===== config.mk =====
export PLATFORM = sky130hd
export DESIGN_NAME = mjpeg_multipart_deframer
export DESIGN_NICKNAME = d
export VERILOG_FILES = /design/src/design/mjdfr_pkg.sv /design/src/design/mjpeg_multipart_deframer.sv /design/src/design/mjdfr_rsp_fifo.sv /design/src/design/mjdfr_core.sv
export SDC_FILE = /design/constraint.sdc
export NUM_CORES = 1
export LEC_CHECK = 0
export BUFFER_PORTS_ARGS = -buffer_cell sky130_fd_sc_hd__buf_2
export CAP_MARGIN = 20
export CORE_ASPECT_RATIO = 0.7
export CORE_MARGIN = 8
export CORE_UTILIZATION = 60
export CTS_BUF_LIST = sky130_fd_sc_hd__clkbuf_4 sky130_fd_sc_hd__clkbuf_8
export DETAILED_ROUTE_END_ITERATION = 10
export PLACE_DENSITY_LB_ADDON = 0.05
export SETUP_SLACK_MARGIN = 0.02
export SLEW_MARGIN = 20
export SYNTH_ARGS = -nofsm -noshare
export SYNTH_HDL_FRONTEND = slang
export SYNTH_SLANG_ARGS = --single-unit
export TNS_END_PERCENT = 50

===== constraint.sdc =====
create_clock -name clock -period 4.53 [get_ports clock]
set_input_delay 0.2265 -clock clock [delete_from_list [all_inputs] [get_ports clock]]
set_output_delay 0.2265 -clock clock [all_outputs]
set_load 0.01 [all_outputs]

===== src/design/mjdfr_pkg.sv =====
// shared types, constants and the header text table for the mjpeg deframer
package mjdfr_pkg;

   localparam int LENGTH_BITS_DEF = 24;

   localparam logic [7:0] BYTE_FF  = 8'hFF;
   localparam logic [7:0] BYTE_SOI = 8'hD8;
   localparam logic [7:0] BYTE_EOI = 8'hD9;
   localparam logic [7:0] CH_CR    = 8'h0D;
   localparam logic [7:0] CH_LF    = 8'h0A;
   localparam logic [7:0] CH_ZERO  = 8'h30;
   localparam logic [7:0] CH_NINE  = 8'h39;

   // "Content-Length: " is 16 characters
   localparam int MATCH_W = 4;

   // response queue depth
   localparam int FIFO_DEPTH = 4;
   localparam int FIFO_AW    = 2;

   typedef enum logic {
      MODE_HEADER,
      MODE_BODY
   } mode_type;

   typedef struct packed {
      logic [7:0] data;
      logic       last;
      logic       ok;
   } rsp_item_type;

   typedef struct packed {
      logic [1:0]   count;
      rsp_item_type item0;
      rsp_item_type item1;
   } push_type;

   function automatic logic [7:0] hdr_char(input logic [MATCH_W-1:0] idx);
      logic [7:0] c;
      c = 8'h20;
      unique case (idx)
         4'd0:    c = 8'h43; // C
         4'd1:    c = 8'h6F; // o
         4'd2:    c = 8'h6E; // n
         4'd3:    c = 8'h74; // t
         4'd4:    c = 8'h65; // e
         4'd5:    c = 8'h6E; // n
         4'd6:    c = 8'h74; // t
         4'd7:    c = 8'h2D; // -
         4'd8:    c = 8'h4C; // L
         4'd9:    c = 8'h65; // e
         4'd10:   c = 8'h6E; // n
         4'd11:   c = 8'h67; // g
         4'd12:   c = 8'h74; // t
         4'd13:   c = 8'h68; // h
         4'd14:   c = 8'h3A; // :
         4'd15:   c = 8'h20; // space
         default: c = 8'h20;
      endcase
      return c;
   endfunction

endpackage


===== src/design/mjpeg_multipart_deframer.sv =====
// top level of the mjpeg multipart deframer: input register, parser core, response queue
//
// channel   direction  tdata              tuser      tlast
// req_      in         data_byte[7:0]     -          -
// rsp_      out        out_byte[7:0]      frame_ok   frame_last
//
// one stream byte per cycle while rsp_ keeps up; each byte is held in the input
// register and parsed by the core as it leaves it; the results go to the response queue
// the start marker ff d8 after a usable length yields two results in one step, queued in a four-entry fifo
// the core steps only when the fifo has room for two items, so a stalled rsp_ side
// backs up into the input register and then req_tready
// reset is synchronous and active high and puts the block in header mode
module mjpeg_multipart_deframer
   import mjdfr_pkg::*;
#(
   parameter int LENGTH_BITS = LENGTH_BITS_DEF
)
(
   input  logic       clock,
   input  logic       reset,
   // byte stream in
   input  logic       req_tvalid,
   output logic       req_tready,
   input  logic [7:0] req_tdata,   // [7:0] data_byte
   // jpeg bytes out
   output logic       rsp_tvalid,
   input  logic       rsp_tready,
   output logic [7:0] rsp_tdata,   // [7:0] out_byte
   output logic       rsp_tlast,   // frame_last
   output logic       rsp_tuser    // [0] frame_ok
);

   logic         in_valid_ff, in_valid_in;
   logic [7:0]   in_byte_ff;
   logic         room;
   logic         step;
   push_type     push;
   rsp_item_type rsp_item;

   // input register drains whenever the core can step
   assign step        = in_valid_ff && room;
   assign req_tready  = !in_valid_ff || step;
   assign in_valid_in = (req_tvalid && req_tready) || (in_valid_ff && !step);

   always_ff @(posedge clock) begin
      if (reset) begin
         in_valid_ff <= 1'b0;
      end else begin
         in_valid_ff <= in_valid_in;
      end
   end

   always_ff @(posedge clock) begin
      if (req_tvalid && req_tready) begin
         in_byte_ff <= req_tdata;
      end
   end

   mjdfr_core #(
      .LENGTH_BITS (LENGTH_BITS)
   ) u_core (
      .clock     (clock),
      .reset     (reset),
      .step      (step),
      .data_byte (in_byte_ff),
      .push      (push)
   );

   mjdfr_rsp_fifo u_rsp_fifo (
      .clock      (clock),
      .reset      (reset),
      .push       (push),
      .room       (room),
      .rsp_tvalid (rsp_tvalid),
      .rsp_tready (rsp_tready),
      .rsp_item   (rsp_item)
   );

   // queue entry onto the result channel
   assign rsp_tdata = rsp_item.data;
   assign rsp_tlast = rsp_item.last;
   assign rsp_tuser = rsp_item.ok;

endmodule


===== src/design/mjdfr_rsp_fifo.sv =====
// small response queue taking up to two items per cycle and giving one
module mjdfr_rsp_fifo
   import mjdfr_pkg::*;
(
   input  logic         clock,
   input  logic         reset,
   input  push_type     push,
   output logic         room,
   output logic         rsp_tvalid,
   input  logic         rsp_tready,
   output rsp_item_type rsp_item
);

   rsp_item_type mem [FIFO_DEPTH];

   logic [FIFO_AW-1:0] wr_ptr_ff, wr_ptr_in;
   logic [FIFO_AW-1:0] rd_ptr_ff, rd_ptr_in;
   logic [FIFO_AW:0]   count_ff, count_in;
   logic               pop;
   logic [FIFO_AW-1:0] wr_ptr_nx;

   assign pop        = rsp_tvalid && rsp_tready;
   assign rsp_tvalid = (count_ff != '0);
   assign rsp_item   = mem[rd_ptr_ff];
   // room for a two-item push regardless of pop
   assign room       = (count_ff <= (FIFO_AW+1)'(FIFO_DEPTH - 2));
   assign wr_ptr_nx  = wr_ptr_ff + FIFO_AW'(1);

   always_comb begin
      wr_ptr_in = wr_ptr_ff + FIFO_AW'(push.count);
      rd_ptr_in = rd_ptr_ff + FIFO_AW'(pop);
      count_in  = count_ff + (FIFO_AW+1)'(push.count) - (FIFO_AW+1)'(pop);
   end

   always_ff @(posedge clock) begin
      if (reset) begin
         wr_ptr_ff <= '0;
         rd_ptr_ff <= '0;
         count_ff  <= '0;
      end else begin
         wr_ptr_ff <= wr_ptr_in;
         rd_ptr_ff <= rd_ptr_in;
         count_ff  <= count_in;
      end
   end

   always_ff @(posedge clock) begin
      if (push.count != 2'd0) begin
         mem[wr_ptr_ff] <= push.item0;
      end
      if (push.count == 2'd2) begin
         mem[wr_ptr_nx] <= push.item1;
      end
   end

endmodule


===== src/design/mjdfr_core.sv =====
// header parsing, marker detection and body byte counting, one byte per step
module mjdfr_core
   import mjdfr_pkg::*;
#(
   parameter int LENGTH_BITS = LENGTH_BITS_DEF
)
(
   input  logic       clock,
   input  logic       reset,
   input  logic       step,
   input  logic [7:0] data_byte,
   output push_type   push
);

   localparam logic [LENGTH_BITS-1:0] LEN_TWO = LENGTH_BITS'(2);

   mode_type                mode_ff, mode_in;
   logic [7:0]              prev_ff;
   logic [MATCH_W-1:0]      match_ff, match_in;
   logic                    coll_ff, coll_in;
   logic                    lvalid_ff, lvalid_in;
   logic                    broken_ff, broken_in;
   logic [LENGTH_BITS-1:0]  flen_ff, flen_in;
   logic [LENGTH_BITS-1:0]  fwd_ff, fwd_in;

   logic                    is_soi, is_eol, is_digit, usable;
   logic [LENGTH_BITS-1:0]  fwd_inc;
   logic                    body_end;
   logic [LENGTH_BITS+3:0]  digit_sum;
   logic                    digit_ovf;
   logic [MATCH_W:0]        match_nx;

   assign is_soi   = (prev_ff == BYTE_FF) && (data_byte == BYTE_SOI);
   assign is_eol   = (data_byte == CH_CR) || (data_byte == CH_LF);
   assign is_digit = (data_byte >= CH_ZERO) && (data_byte <= CH_NINE);
   assign usable   = lvalid_ff && (flen_ff >= LEN_TWO);
   assign fwd_inc  = fwd_ff + LENGTH_BITS'(1);
   assign body_end = (fwd_inc == flen_ff);

   // length * 10 + digit, with four spare bits to see overflow
   assign digit_sum = ({4'b0, flen_ff} << 3) + ({4'b0, flen_ff} << 1)
                    + (LENGTH_BITS+4)'(data_byte[3:0]);
   assign digit_ovf = (digit_sum[LENGTH_BITS+3:LENGTH_BITS] != 4'b0);

   always_comb begin
      if (data_byte == hdr_char(match_ff)) begin
         match_nx = {1'b0, match_ff} + (MATCH_W+1)'(1);
      end else if (data_byte == hdr_char('0)) begin
         match_nx = (MATCH_W+1)'(1);
      end else begin
         match_nx = '0;
      end
   end

   // mode transitions
   always_comb begin
      mode_in = mode_ff;
      unique case (mode_ff)
         MODE_HEADER: begin
            if (is_soi && usable && (flen_ff != LEN_TWO)) begin
               mode_in = MODE_BODY;
            end
         end
         MODE_BODY: begin
            if (body_end) begin
               mode_in = MODE_HEADER;
            end
         end
         default: mode_in = MODE_HEADER;
      endcase
   end

   // datapath and results
   always_comb begin
      match_in   = match_ff;
      coll_in    = coll_ff;
      lvalid_in  = lvalid_ff;
      broken_in  = broken_ff;
      flen_in    = flen_ff;
      fwd_in     = fwd_ff;
      push.count = 2'd0;
      push.item0 = '{data: data_byte, last: 1'b0, ok: 1'b0};
      push.item1 = '{data: BYTE_SOI, last: 1'b0, ok: 1'b0};
      unique case (mode_ff)
         MODE_BODY: begin
            push.count = 2'd1;
            fwd_in     = fwd_inc;
            if (body_end) begin
               push.item0.last = 1'b1;
               push.item0.ok   = (prev_ff == BYTE_FF) && (data_byte == BYTE_EOI);
               fwd_in    = '0;
               match_in  = '0;
               coll_in   = 1'b0;
               lvalid_in = 1'b0;
               broken_in = 1'b0;
               flen_in   = '0;
            end
         end
         MODE_HEADER: begin
            if (is_soi) begin
               match_in  = '0;
               coll_in   = 1'b0;
               broken_in = 1'b0;
               if (usable) begin
                  push.count = 2'd2;
                  push.item0 = '{data: BYTE_FF, last: 1'b0, ok: 1'b0};
                  if (flen_ff == LEN_TWO) begin
                     push.item1.last = 1'b1;
                     lvalid_in = 1'b0;
                     flen_in   = '0;
                  end else begin
                     fwd_in = LEN_TWO;
                  end
               end else begin
                  lvalid_in = 1'b0;
                  flen_in   = '0;
               end
            end else if (is_eol) begin
               coll_in  = 1'b0;
               match_in = '0;
            end else if (coll_ff) begin
               if (!broken_ff) begin
                  if (is_digit && !digit_ovf) begin
                     flen_in   = digit_sum[LENGTH_BITS-1:0];
                     lvalid_in = 1'b1;
                  end else begin
                     broken_in = 1'b1;
                     lvalid_in = 1'b0;
                  end
               end
            end else if (match_nx[MATCH_W]) begin
               // whole header name seen, length text follows
               match_in  = '0;
               coll_in   = 1'b1;
               lvalid_in = 1'b0;
               broken_in = 1'b0;
               flen_in   = '0;
            end else begin
               match_in = match_nx[MATCH_W-1:0];
            end
         end
         default: ;
      endcase
      if (!step) begin
         push.count = 2'd0;
      end
   end

   always_ff @(posedge clock) begin
      if (reset) begin
         mode_ff   <= MODE_HEADER;
         prev_ff   <= '0;
         match_ff  <= '0;
         coll_ff   <= 1'b0;
         lvalid_ff <= 1'b0;
         broken_ff <= 1'b0;
         flen_ff   <= '0;
         fwd_ff    <= '0;
      end else if (step) begin
         mode_ff   <= mode_in;
         prev_ff   <= data_byte;
         match_ff  <= match_in;
         coll_ff   <= coll_in;
         lvalid_ff <= lvalid_in;
         broken_ff <= broken_in;
         flen_ff   <= flen_in;
         fwd_ff    <= fwd_in;
      end
   end

endmodule

# ---- Word-level counts from Yosys, hierarchy flattened
# Memory sizes are Yosys's and may differ from the RTL's. A register that Yosys moved wholly into a read port is not among the register bits.
# Index checks and enable logic that the tools add are counted.
dict set report op_classes {
  add_sub_neg 9
  magnitude_cmp 4
  n_eq_ne 21
  mux 65
  bitwise_logic 1
  n_reduce_logical 26
}
# op n
set ops {}
lappend ops {{$mux 24} 13}
lappend ops {{$pmux 24 s2} 2}
lappend ops {{$mux 1} 29}
lappend ops {{$add 27x25->28} 1}
lappend ops {{$add 28x4->28} 1}
lappend ops {{$mux 4} 7}
lappend ops {{$add 24x1->24 const B} 1}
lappend ops {{$eq 24x2->1 const B} 1}
lappend ops {{$eq 24x24->1} 1}
lappend ops {{$eq 8x8->1 const B} 3}
lappend ops {{$ge 24x2->1 const B} 1}
lappend ops {{$mux 12} 2}
lappend ops {{$ne 24x2->1 const B} 1}
lappend ops {{$eq 8x4->1 const B} 2}
lappend ops {{$ne 4x4->1 const B} 4}
lappend ops {{$logic_and 1x1->1} 11}
lappend ops {{$eq 8x7->1 const B} 1}
lappend ops {{$eq 8x8->1} 1}
lappend ops {{$ge 8x6->1 const B} 1}
lappend ops {{$le 8x6->1 const B} 1}
lappend ops {{$mux 8} 1}
lappend ops {{$pmux 1 s2} 4}
lappend ops {{$pmux 2 s2} 2}
lappend ops {{$pmux 4 s2} 1}
lappend ops {{other kinds (25)} 34}
dict set report totals {
  regBits 80
  mem_bits_rw 40
  mem_bits_ro 112
  mem_count 2
}
# name depth word_bits read_ports rd_ports_with_merged_regs write_ports line_no
set memory_table {}
lappend memory_table {{(name not given)} 16 7 1 1 0 mjdfr_pkg.sv:41} ;# unique case (idx)
lappend memory_table {u_rsp_fifo.mem 4 10 1 1 2 mjdfr_rsp_fifo.sv:14} ;# rsp_item_type mem [FIFO_DEPTH];

# ---- Longest topological paths before layout
dict set report depth {
  depth_word 11
  depth_mapped 17
  ltp_nobuf 14
}

# ---- Modules after synthesis
# A second synthesis with hierarchy kept.
dict set report hier_totals {
  hier_cells 872
  area_unflattened_um2 8677.1
}
# mod n_inst cells_per_inst area_each_um2 seq_area_each_um2
set modules_own_cells {}
lappend modules_own_cells {mjdfr_core 1 716 5840.6 1421.4}
lappend modules_own_cells {mjdfr_rsp_fifo 1 142 2533.7 1341.3}
lappend modules_own_cells {mjpeg_multipart_deframer 1 14 302.8 260.2}

# ---- Worst setup path after synthesis
# No wires, ideal clock.
dict set report synth_path {
  path_kind {register to register}
  start {register u_core.fwd_ff[0]}
  end {register with a tool-made name}
  arrival_ns 3.859
  path_slack_ns 0.599
  stages_incl_launch_ff 14
  cell_sequence {dfxtp_1 ha_1 xnor2_1 o311ai_1 or4b_1 or4_4 nor4_4 a41o_2 nand2_4 mux2_2 nor2_1 ha_1 maj3_1 mux2i_1}
}
# element line_no
set synth_lines {}
lappend synth_lines {{from (decl)} mjdfr_core.sv:24} ;# logic [LENGTH_BITS-1:0] fwd_ff, fwd_in;
lappend synth_lines {{from (signal assigned)} mjdfr_core.sv:167} ;# fwd_ff <= fwd_in;

==> run_summary.xml <==
<?xml version="1.0" encoding="UTF-8"?>
<metrics>
  <group name="sta">
    <metric name="final-hold-violation-count" unit="">0</metric>
    <metric name="tightestPinTransition" unit="ns">0.8645</metric>
    <metric name="grt_setup_unrepaired" unit="">false</metric>
    <metric name="timing.fmax" unit="GHz">0.2327</metric>
    <metric name="period_share" unit="%">94.87</metric>
    <metric name="slew_viol_final" unit="">0</metric>
    <metric name="worst_slew_margin_rel" unit="%">42.25</metric>
    <metric name="period_minus_slack" unit="ns">4.298</metric>
    <metric name="timing.setup.tns" unit="ns">0</metric>
    <metric name="final.setup_skew" unit="ns">0.02409</metric>
    <metric name="setup_slack" unit="ns">0.2324</metric>
    <metric name="final-setup-viol-count" unit="">0</metric>
  </group>
  <group name="yosys">
    <metric name="ys_warn_count" unit="">0</metric>
    <metric name="cells_taking_the_most_area_after_synthesis" unit="">sky130_fd_sc_hd__dfxtp_1 28%, sky130_fd_sc_hd__ha_1 9.1%, sky130_fd_sc_hd__a21oi_1 4.6%</metric>
    <metric name="ys_dominant_reg_cell" unit="">sky130_fd_sc_hd__dfxtp_1</metric>
    <metric name="netlist_instances" unit="">942</metric>
    <metric name="post_synth_num_cell_types" unit="">76</metric>
    <metric name="synth_fp_nets" unit="">1016</metric>
    <metric name="synth.ff_latch_count" unit="">127</metric>
    <metric name="number_of_synthesized_flops_with_an_enable_pin" unit="">12</metric>
    <metric name="synth_area_per_inst" unit="um^2">8.587</metric>
    <metric name="post-synth-top-area-cell" unit="">sky130_fd_sc_hd__dfxtp_1</metric>
    <metric name="fraction_of_the_yosys_area_taken_by_sequential_cells" unit="%">32.92</metric>
    <metric name="synth_top_area_share" unit="%">28.46</metric>
    <metric name="asyncSetResetFlopFracSynth" unit="%">0</metric>
    <metric name="syn_area" unit="um^2">8089</metric>
  </group>
  <group name="clock_network">
    <metric name="path_clk_slew" unit="ns">0.09</metric>
    <metric name="maximum_number_of_buffers_from_clock_root_to_sink" unit="">2</metric>
    <metric name="clock_insertion_delay_worst_skew" unit="ns">0.45</metric>
    <metric name="cts_buffers" unit="">17</metric>
    <metric name="cts_tree" unit="">built</metric>
    <metric name="clock-root-buffer" unit="">sky130_fd_sc_hd__clkbuf_8</metric>
    <metric name="cts.sinks" unit="">127</metric>
    <metric name="clock_tree.htree_level_count" unit="">4</metric>
  </group>
  <group name="floorplan">
    <metric name="die_y" unit="um">113.1</metric>
    <metric name="rows" unit="">35</metric>
    <metric name="fp.dieW" unit="um">154.8</metric>
    <metric name="initial_core_utilization" unit="%">61.37</metric>
    <metric name="floorplan.core_area" unit="um^2">13180</metric>
    <metric name="die-area" unit="um^2">17510</metric>
    <metric name="boundaryPins" unit="">24</metric>
  </group>
  <group name="critical_path">
    <metric name="worstSetupStartpointType" unit="">flop</metric>
    <metric name="crit_path_end_kind" unit="">flop</metric>
    <metric name="crit_chain" unit="">ha_1 &gt; xnor2_1 &gt; o311ai_1 &gt; or4b_1 &gt; or4_4 &gt; nor4_4 &gt; a41o_2 &gt; nand2_4 &gt; mux2_2 &gt; nor2_1 &gt; ha_1 &gt; maj3_1 &gt; mux2i_1</metric>
    <metric name="timing.critical_path.arrival" unit="ns">4.68</metric>
    <metric name="cp_slowest_cell" unit="">sky130_fd_sc_hd__or4_4</metric>
    <metric name="r2r.worst_path.cells" unit="">13</metric>
    <metric name="timing.setup.critical_path_class" unit="">reg -&gt; reg</metric>
    <metric name="worst_path_dominant_cell_family" unit="">simple AND/OR/NAND/NOR gates</metric>
    <metric name="most_common_cell_on_crit_path" unit="">sky130_fd_sc_hd__ha_1</metric>
    <metric name="crit_path_max_cell_delay" unit="ns">0.56</metric>
    <metric name="timing.rr.start" unit="">u_core.fwd_ff[0]$_SDFFE_PP0P_</metric>
    <metric name="path_max_fanout" unit="">9</metric>
    <metric name="path_buf_inv" unit="">0</metric>
    <metric name="timing.critical_path.required" unit="ns">4.91</metric>
    <metric name="setup.reg_to_reg.worst_slack" unit="ns">0.23</metric>
  </group>
  <group name="placed_design">
    <metric name="gpl.final_weighted_congestion" unit="">0.9604</metric>
    <metric name="dp.final_hpwl" unit="um">15800</metric>
    <metric name="port_buffers" unit="">23</metric>
    <metric name="placedCellCount" unit="">1116</metric>
    <metric name="detailedPlace.worstSlack" unit="ns">0.2725</metric>
  </group>
  <group name="drt">
    <metric name="routed_via_density" unit="">6.361</metric>
    <metric name="detailed_router_iteration_count_before_antenna_repair" unit="">5</metric>
    <metric name="drc" unit="">0</metric>
    <metric name="antenna_left" unit="">0</metric>
    <metric name="post_drt_wl_per_cell" unit="um">18.41</metric>
    <metric name="detail_route.wirelength" unit="um">21280</metric>
    <metric name="vias" unit="">7353</metric>
    <metric name="number_of_violations_reported_at_the_end_of_detailed_routing_iteration_0" unit="">712</metric>
  </group>
  <group name="power_and_ir_drop">
    <metric name="worst_ir_drop_vdd" unit="mV">0.2220</metric>
    <metric name="p_per_area" unit="nW/um^2">281.8</metric>
    <metric name="cellLeakagePower" unit="nW">3.643</metric>
    <metric name="power" unit="W">0.002488</metric>
  </group>
  <group name="cells_and_area">
    <metric name="commonest_non_fill_non_tap_cells_in_the_layout" unit="">115 x sky130_fd_sc_hd__dfxtp_1, 84 x sky130_fd_sc_hd__nand2_1, 75 x sky130_fd_sc_hd__a21oi_1</metric>
    <metric name="layout.cells.most_common" unit="">sky130_fd_sc_hd__dfxtp_1</metric>
    <metric name="finalNonFillerCells" unit="">1156</metric>
    <metric name="flow.area_growth_from_synthesis" unit="%">9.157</metric>
    <metric name="antenna_fix_cells" unit="">0</metric>
    <metric name="final_layout_size_suffix_gt1_share" unit="%">11.02</metric>
    <metric name="layout.core_utilization" unit="%">66.99</metric>
    <metric name="fin_nets" unit="">1032</metric>
  </group>
  <group name="global_routing">
    <metric name="grt_pass1_wl" unit="um">35000</metric>
    <metric name="grt.total_usage" unit="%">24.54</metric>
    <metric name="maximum_number_of_pins_on_one_net_before_global_route_repair" unit="">51</metric>
    <metric name="antenna_found_initial" unit="">0</metric>
    <metric name="first_global_vias" unit="">6970</metric>
    <metric name="overflow" unit="">0</metric>
  </group>
  <group name="job">
    <metric name="cap_viol_max_count" unit="">0</metric>
  </group>
  <group name="worst_hold_path">
    <metric name="hold_path.class" unit="">in -&gt; reg</metric>
    <metric name="min_delay_path_depth" unit="">3</metric>
    <metric name="worst_hold_path.endpoint" unit="">in_valid_ff$_SDFF_PP0_</metric>
    <metric name="hold_path_startpoint" unit="">req_tvalid</metric>
  </group>
  <group name="run_status">
    <metric name="run_status" unit="">complete, no violations</metric>
  </group>
</metrics>
==> area by class of cell <==
type / count / area, um^2
fill: 1095 / 4352
timing repair buffer: 47 / 315.3
clock buffer: 18 / 247.7
multi-input combinational: 726 / 5080
clock inverter: 14 / 146.4
sequential: 127 / 2663
inverter: 39 / 146.4
tap: 185 / 231.5
==> report_power, final <==
| part | total (W) | leakage, nW | internal [W] | switching, W |
|---|---|---|---|---|
| clock network | 0.000989 | 0.189 | 0.000468 | 0.000521 |
| registers | 0.00124 | 1.04 | 0.00117 | 0.0000669 |
| logic | 0.000259 | 2.41 | 0.000131 | 0.000127 |
==> per-layer routing <==
metal	share of wire (%)	wire length, um	global-route usage, %	vias up
met5	0	0	0	-
met4	1.1	229	6.181	0
met3	9.0	1923	5.941	23
met2	43	9086	36.49	326
met1	47	10040	34.84	3511
li1	-	-	-	3493
==> kinds of logic (layout without fill, tap and decap cells) <==
| family | count (synthesis) | after routing | share of synthesized area, % |
|---|---|---|---|
| buf+inv | 89 | 118 | 4.346 |
| mux | 25 | 25 | 4.842 |
| flops | 127 | 127 | 32.92 |
| simple gates | 328 | 328 | 21.27 |
| xor+xnor | 60 | 60 | 6.496 |
| fa+ha+maj | 64 | 64 | 10.13 |
| compound gates | 249 | 249 | 20.00 |
==> registers in the layout, indices dropped and copies added (netlist names), 2 cells and up, named ones only <==
name                  cells
in_byte_ff                8
u_core.flen_ff           24
u_core.fwd_ff            24
u_core.match_ff           4
u_core.prev_ff            8
u_rsp_fifo.count_ff       3
u_rsp_fifo.mem           40
u_rsp_fifo.rd_ptr_ff      2
u_rsp_fifo.wr_ptr_ff      2
==> worst reg2reg max path, cell delays in order (launching register included) <==
cell                       delay, ns
sky130_fd_sc_hd__dfxtp_1        0.46
sky130_fd_sc_hd__ha_1           0.30
sky130_fd_sc_hd__xnor2_1        0.17
sky130_fd_sc_hd__o311ai_1       0.12
sky130_fd_sc_hd__or4b_1         0.52
sky130_fd_sc_hd__or4_4          0.56
sky130_fd_sc_hd__nor4_4         0.27
sky130_fd_sc_hd__a41o_2         0.30
sky130_fd_sc_hd__nand2_4        0.14
sky130_fd_sc_hd__mux2_2         0.34
sky130_fd_sc_hd__nor2_1         0.24
sky130_fd_sc_hd__ha_1           0.32
sky130_fd_sc_hd__maj3_1         0.38
sky130_fd_sc_hd__mux2i_1        0.13
==> worst max path at each step <==
stage / from / to / slack (ns) / cells after the start
6_report: u_core.fwd_ff[0]$_SDFFE_PP0P_ / flop / 0.23 / 13
5_1_grt: u_core.fwd_ff[0]$_SDFFE_PP0P_ / flop / 0.09 / 13
4_1_cts: u_core.fwd_ff[0]$_SDFFE_PP0P_ / flop / 0.26 / 13
3_5_place_dp: u_core.fwd_ff[0]$_SDFFE_PP0P_ / flop / 0.27 / 13
3_3_place_gp: u_core.fwd_ff[0]$_SDFFE_PP0P_ / flop / 0.43 / 13
2_1_floorplan: u_core.fwd_ff[0]$_SDFFE_PP0P_ / flop / 0.60 / 13
==> per-stage QoR <==
stage	area [um^2]	hold slack, ns
floorplan	8089	0.3254
global route	8830	0.01266
finish	8830	0.02488
global placement	8351	0.4042
CTS	8825	0.004940
detailed placement	8351	0.4051
==> cell usage after synthesis (11+ instances only) <==
cell type / instances
sky130_fd_sc_hd__dfxtp_1: 115
sky130_fd_sc_hd__nand2_1: 84
sky130_fd_sc_hd__a21oi_1: 75
sky130_fd_sc_hd__nor2_1: 61
sky130_fd_sc_hd__ha_1: 59
sky130_fd_sc_hd__o21ai_0: 56
sky130_fd_sc_hd__clkbuf_1: 37
sky130_fd_sc_hd__xnor2_1: 37
sky130_fd_sc_hd__inv_1: 36
sky130_fd_sc_hd__nand3_1: 27
sky130_fd_sc_hd__a22o_1: 23
sky130_fd_sc_hd__nand4_1: 23
sky130_fd_sc_hd__xor2_1: 23
sky130_fd_sc_hd__or3_1: 19
sky130_fd_sc_hd__nor3_1: 18
sky130_fd_sc_hd__nor2b_1: 17
sky130_fd_sc_hd__and3_1: 15
sky130_fd_sc_hd__a21o_1: 13
sky130_fd_sc_hd__o22a_1: 13
sky130_fd_sc_hd__edfxtp_1: 12
sky130_fd_sc_hd__nor4_1: 12
sky130_fd_sc_hd__mux2i_1: 11
==> what timing repair did <==
item | in CTS | in global routing
endpoints found under the setup margin | 0 | 1
gates resized for setup | 0 | 1
hold endpoints to repair | 8 | 0
hold buffers | 8 | 0
setup buffers | 0 | 0
Note: power is estimated with default switching activity, not from simulation.
